$ cat src/rtl/irrt_ram.sv
// Generic single-port RAM with registered read data.
`timescale 1ns / 1ps
`default_nettype none
module irrt_ram #(
  parameter int WIDTH = 8,
  parameter int DEPTH = 16
) (
  input  wire logic                     clk_i,
  input  wire logic                     en_i,
  input  wire logic                     we_i,
  input  wire logic [$clog2(DEPTH)-1:0] addr_i,
  input  wire logic [WIDTH-1:0]         wdata_i,
  output logic      [WIDTH-1:0]         rdata_o
);

  logic [WIDTH-1:0] mem_q [DEPTH];
  logic [WIDTH-1:0] rdata_q;

  always_ff @(posedge clk_i) begin
    if (en_i) begin
      if (we_i) begin
        mem_q[addr_i] <= wdata_i;
      end else begin
        rdata_q <= mem_q[addr_i];
      end
    end
  end

  assign rdata_o = rdata_q;

endmodule
`default_nettype wire

$ cat config.mk
export PLATFORM = sky130hd
export DESIGN_NAME = irrt_ram
export DESIGN_NICKNAME = d
export VERILOG_FILES = /design/src/rtl/irrt_ram.sv
export SDC_FILE = /design/constraint.sdc
export NUM_CORES = 1
export LEC_CHECK = 0
export ABC_CLOCK_PERIOD_IN_PS = 2000
export BUFFER_PORTS_ARGS = -buffer_cell sky130_fd_sc_hd__buf_2
export CAP_MARGIN = 25
export CORE_ASPECT_RATIO = 0.7
export CORE_MARGIN = 4
export CORE_UTILIZATION = 50
export CTS_CLUSTER_DIAMETER = 60
export CTS_CLUSTER_SIZE = 8
export DETAILED_ROUTE_END_ITERATION = 6
export PLACE_DENSITY = 0.77
export SLEW_MARGIN = 20
export SYNTH_ARGS = -nofsm -noshare
export SYNTH_HDL_FRONTEND = slang
export SYNTH_SLANG_ARGS = --single-unit
$ cat constraint.sdc
create_clock -name clk_i -period 2 [get_ports clk_i]
set_input_delay 0.4 -clock clk_i [delete_from_list [all_inputs] [get_ports clk_i]]
set_output_delay 0.4 -clock clk_i [all_outputs]
set_load 0.01 [all_outputs]
==> run summary <==
status: finished, final reports clean
min setup slack post-route: 0.435 ns
grt ovf: 0
max-cap violations: 0
DR pass1 iterations: 5
Logic pwr share: 4.5%
number of global-route vias before repair: 2569
Routed WL per cell: 23.7 um
diodes inserted: 0
Die Ht: 93.6 um
adder-cell share of the synthesized area: 0%
Slowest cell on crit path: mux4_1
# clock sinks: 136
sequential cell area fraction in the yosys report: 78.0%
Achievable Freq: 639 MHz
Reg area: 4080 um^2
Cells after Synth: 234
Post-Synth XOR/XNOR Area: 0%
share of cells above drive strength 1: 31.4%
worst skew pair latency: 0.42 ns
footprint of the multi-input gates: 1090 um^2
reg2reg start: mem_q[3][3]
hold path start: wdata_i[4]
average size of a mapped cell: 22.4 um^2
Min Hold Slack: 0.366 ns
P_leak: 2.10 nW
Port Buffer Count: 22
final std cell area, no fill: 6220 um^2
Worst Skew: 0.00387 ns
first-pass GRT wire length: 15500 um
clk buf depth: 2
simple-gate portion of the synthesized area: 3.32%
reg2reg path depth: 3
mux contribution to synthesized area: 14.9%
hold path depth: 1
syn nets: 249
row count: 30
wirelength, routed: 10100 um
clk root buf: clkbuf_16
clock slew seen by the registers of the worst setup and hold paths: 0.06 ns
switch share: 20.4%
EDFF count, synth: 136
Cell Int Power: 4.98 mW
fin nets: 302
core area: 9950 um^2
post-cts sizing count: 0
post-synthesis instance area: 5240 um^2
Starting Density: 52.7%
Worst Setup Path Type: reg2reg
# IOs: 23
crit path from: mem_q[3][3]
CTS HTree Levels: 4
die extent in x: 130 um
total negative slack: 0 ns
initial antenna violation count: 0
register share of total power: 51.0%
Peak supply drop: 643 uV
Area after DPL: 5690 um^2
Yosys reg bits: 136
Tcrit/Tclk final: 78.2%
Max Fanout on Critical Path: 1
worst path arrival time: 1.71 ns
pin count of the biggest net entering global routing: 22
die area: 12200 um^2
post-DP HPWL: 6740 um
CP startpoint kind: flop
ys async rst share: 0%
kind of end point of the critical path: flop
Most used DFF post-synth: edfxtp_1
post-route minimum period: 1.56 ns
RSZ-0062 raised after global routing: no
Pwr per Cell Area: 1010 nW/um^2
Pins Over Slew Limit: 0
Clk network pwr share: 44.5%
P&R area growth vs syn: 18.8%
crit path cell chain: mux4_1 -> a22oi_1 -> nand2_1
Remaining DRCs: 0
hold bufs inserted after CTS: 0
Synth Area in Compound Gates: 2.29%
Crit path largest cell delay: 0.51 ns
Place WS: 0.0187 ns
final setup violation count: 0
FF-to-FF setup slack: 0.44 ns
Fillers: 657
CTS tree: yes
main combinational cell family by area after synthesis: multiplexers
# Post-CTS Setup Buffers: 0
GPL Wtd Cong: 0.780
Vias/cell: 5.93
critical path required time: 2.14 ns
Tot GR Track Use: 18.3%
Synth warnings: 0
worst r2r dst: rdata_o[3]
min-delay worst type: in2reg
switching pwr: 1.28 mW
slew margin rel.: 74.6%
initial drt markers: 286
Least-Margin Pin Slew: 0.381 ns
Yosys cell types: 18
WHS Endpoint: mem_q[1][4]
TritonCTS Buffers: 17
final antenna-violating net count: 0
DR vias: 2531
Fin. Hold Viols: 0
## registers in the layout (all words and copies together), names as in the netlist
signal / flops
rdata_o: 8
mem_q: 128
## Yosys cell counts, types with 3 or more instances
| master | number | area [um^2] |
|---|---|---|
| buf_2 | 3 | 15.0 |
| a22oi_1 | 16 | 120 |
| nor2b_1 | 3 | 18.8 |
| mux4_2 | 16 | 360 |
| edfxtp_1 | 136 | 4080 |
| mux4_1 | 16 | 420 |
| clkbuf_1 | 5 | 18.8 |
| nor2_1 | 13 | 48.8 |
| nand2_1 | 10 | 37.5 |
| nor3_1 | 4 | 20.0 |
## through the flow
stage	std cells	power, mW	utilization [%]
finish	427	6.26	62.6
floorplan	234	3.41	-
CTS	427	6.31	62.6
global placement	396	3.52	57.2
detailed placement	396	3.53	57.2
global route	427	6.47	62.6
## kinds of logic (layout without fill, tap and decap cells)
| logic type | count (synthesis) | in the layout |
|---|---|---|
| flops | 136 | 136 |
| mux | 32 | 32 |
| simple gates | 37 | 37 |
| compound gates | 16 | 16 |
| buf+inv | 13 | 78 |
## worst max-delay path: cells and delay by family, from the launching register on
| family | cells | cell delay [ns] |
|---|---|---|
| DFF | 1 | 0.37 |
| muxes | 1 | 0.51 |
| AOI/OAI and AO/OA | 1 | 0.26 |
| and+or+nand+nor | 1 | 0.14 |
## worst max-delay path by stage
stage / cells after the start / to
5_1_grt: 5 / rdata_o[4]
4_1_cts: 3 / rdata_o[3]
2_1_floorplan: 4 / mem_q[4][0]
6_report: 3 / rdata_o[3]
3_3_place_gp: 5 / rdata_o[3]
3_5_place_dp: 5 / rdata_o[0]
## cell usage in the layout (no fill, tap or decap), types with 2 or more instances in the layout
master / Yosys / routed
buf_4: 0 / 21
nor2_1: 13 / 13
nor3_2: 0 / 4
clkbuf_16: 0 / 17
nand4b_1: 2 / 2
a22oi_1: 16 / 16
nand2b_1: 2 / 2
buf_12: 0 / 4
clkinv_1: 0 / 4
edfxtp_1: 136 / 136
clkinv_2: 0 / 2
buf_2: 3 / 22
nand2_1: 10 / 10
clkinv_4: 0 / 3
clkinvlp_4: 0 / 4
nor2b_1: 3 / 3
mux4_1: 16 / 16
mux4_2: 16 / 16
## area by class of cell
cell class	instances	share of cell area, %
clock buffers	17	6.84
clock inverters	14	1.79
flip-flops and latches	136	65.6
well taps	128	2.57
repair buffers	47	5.59
multi-input cells	85	17.6
## power groups by stage
stage / clock (mW) / combinational [mW] / sequential (mW)
after floorplan: 0 / 0.155 / 3.25
after global placement: 0 / 0.272 / 3.25
after detailed placement: 0 / 0.282 / 3.25
after CTS: 2.84 / 0.282 / 3.19
after global routing: 2.97 / 0.302 / 3.19
final: 2.78 / 0.279 / 3.19
## layer usage
metal / vias up / global-route usage, % / wire length [um]
met2: 120 / 24.1 / 4340
li1: 1110 / - / -
met1: 1289 / 28.7 / 4700
met3: 12 / 6.34 / 960
met5: - / 0 / 0
met4: 0 / 5.65 / 100
Power figures use the tool's default switching activity.
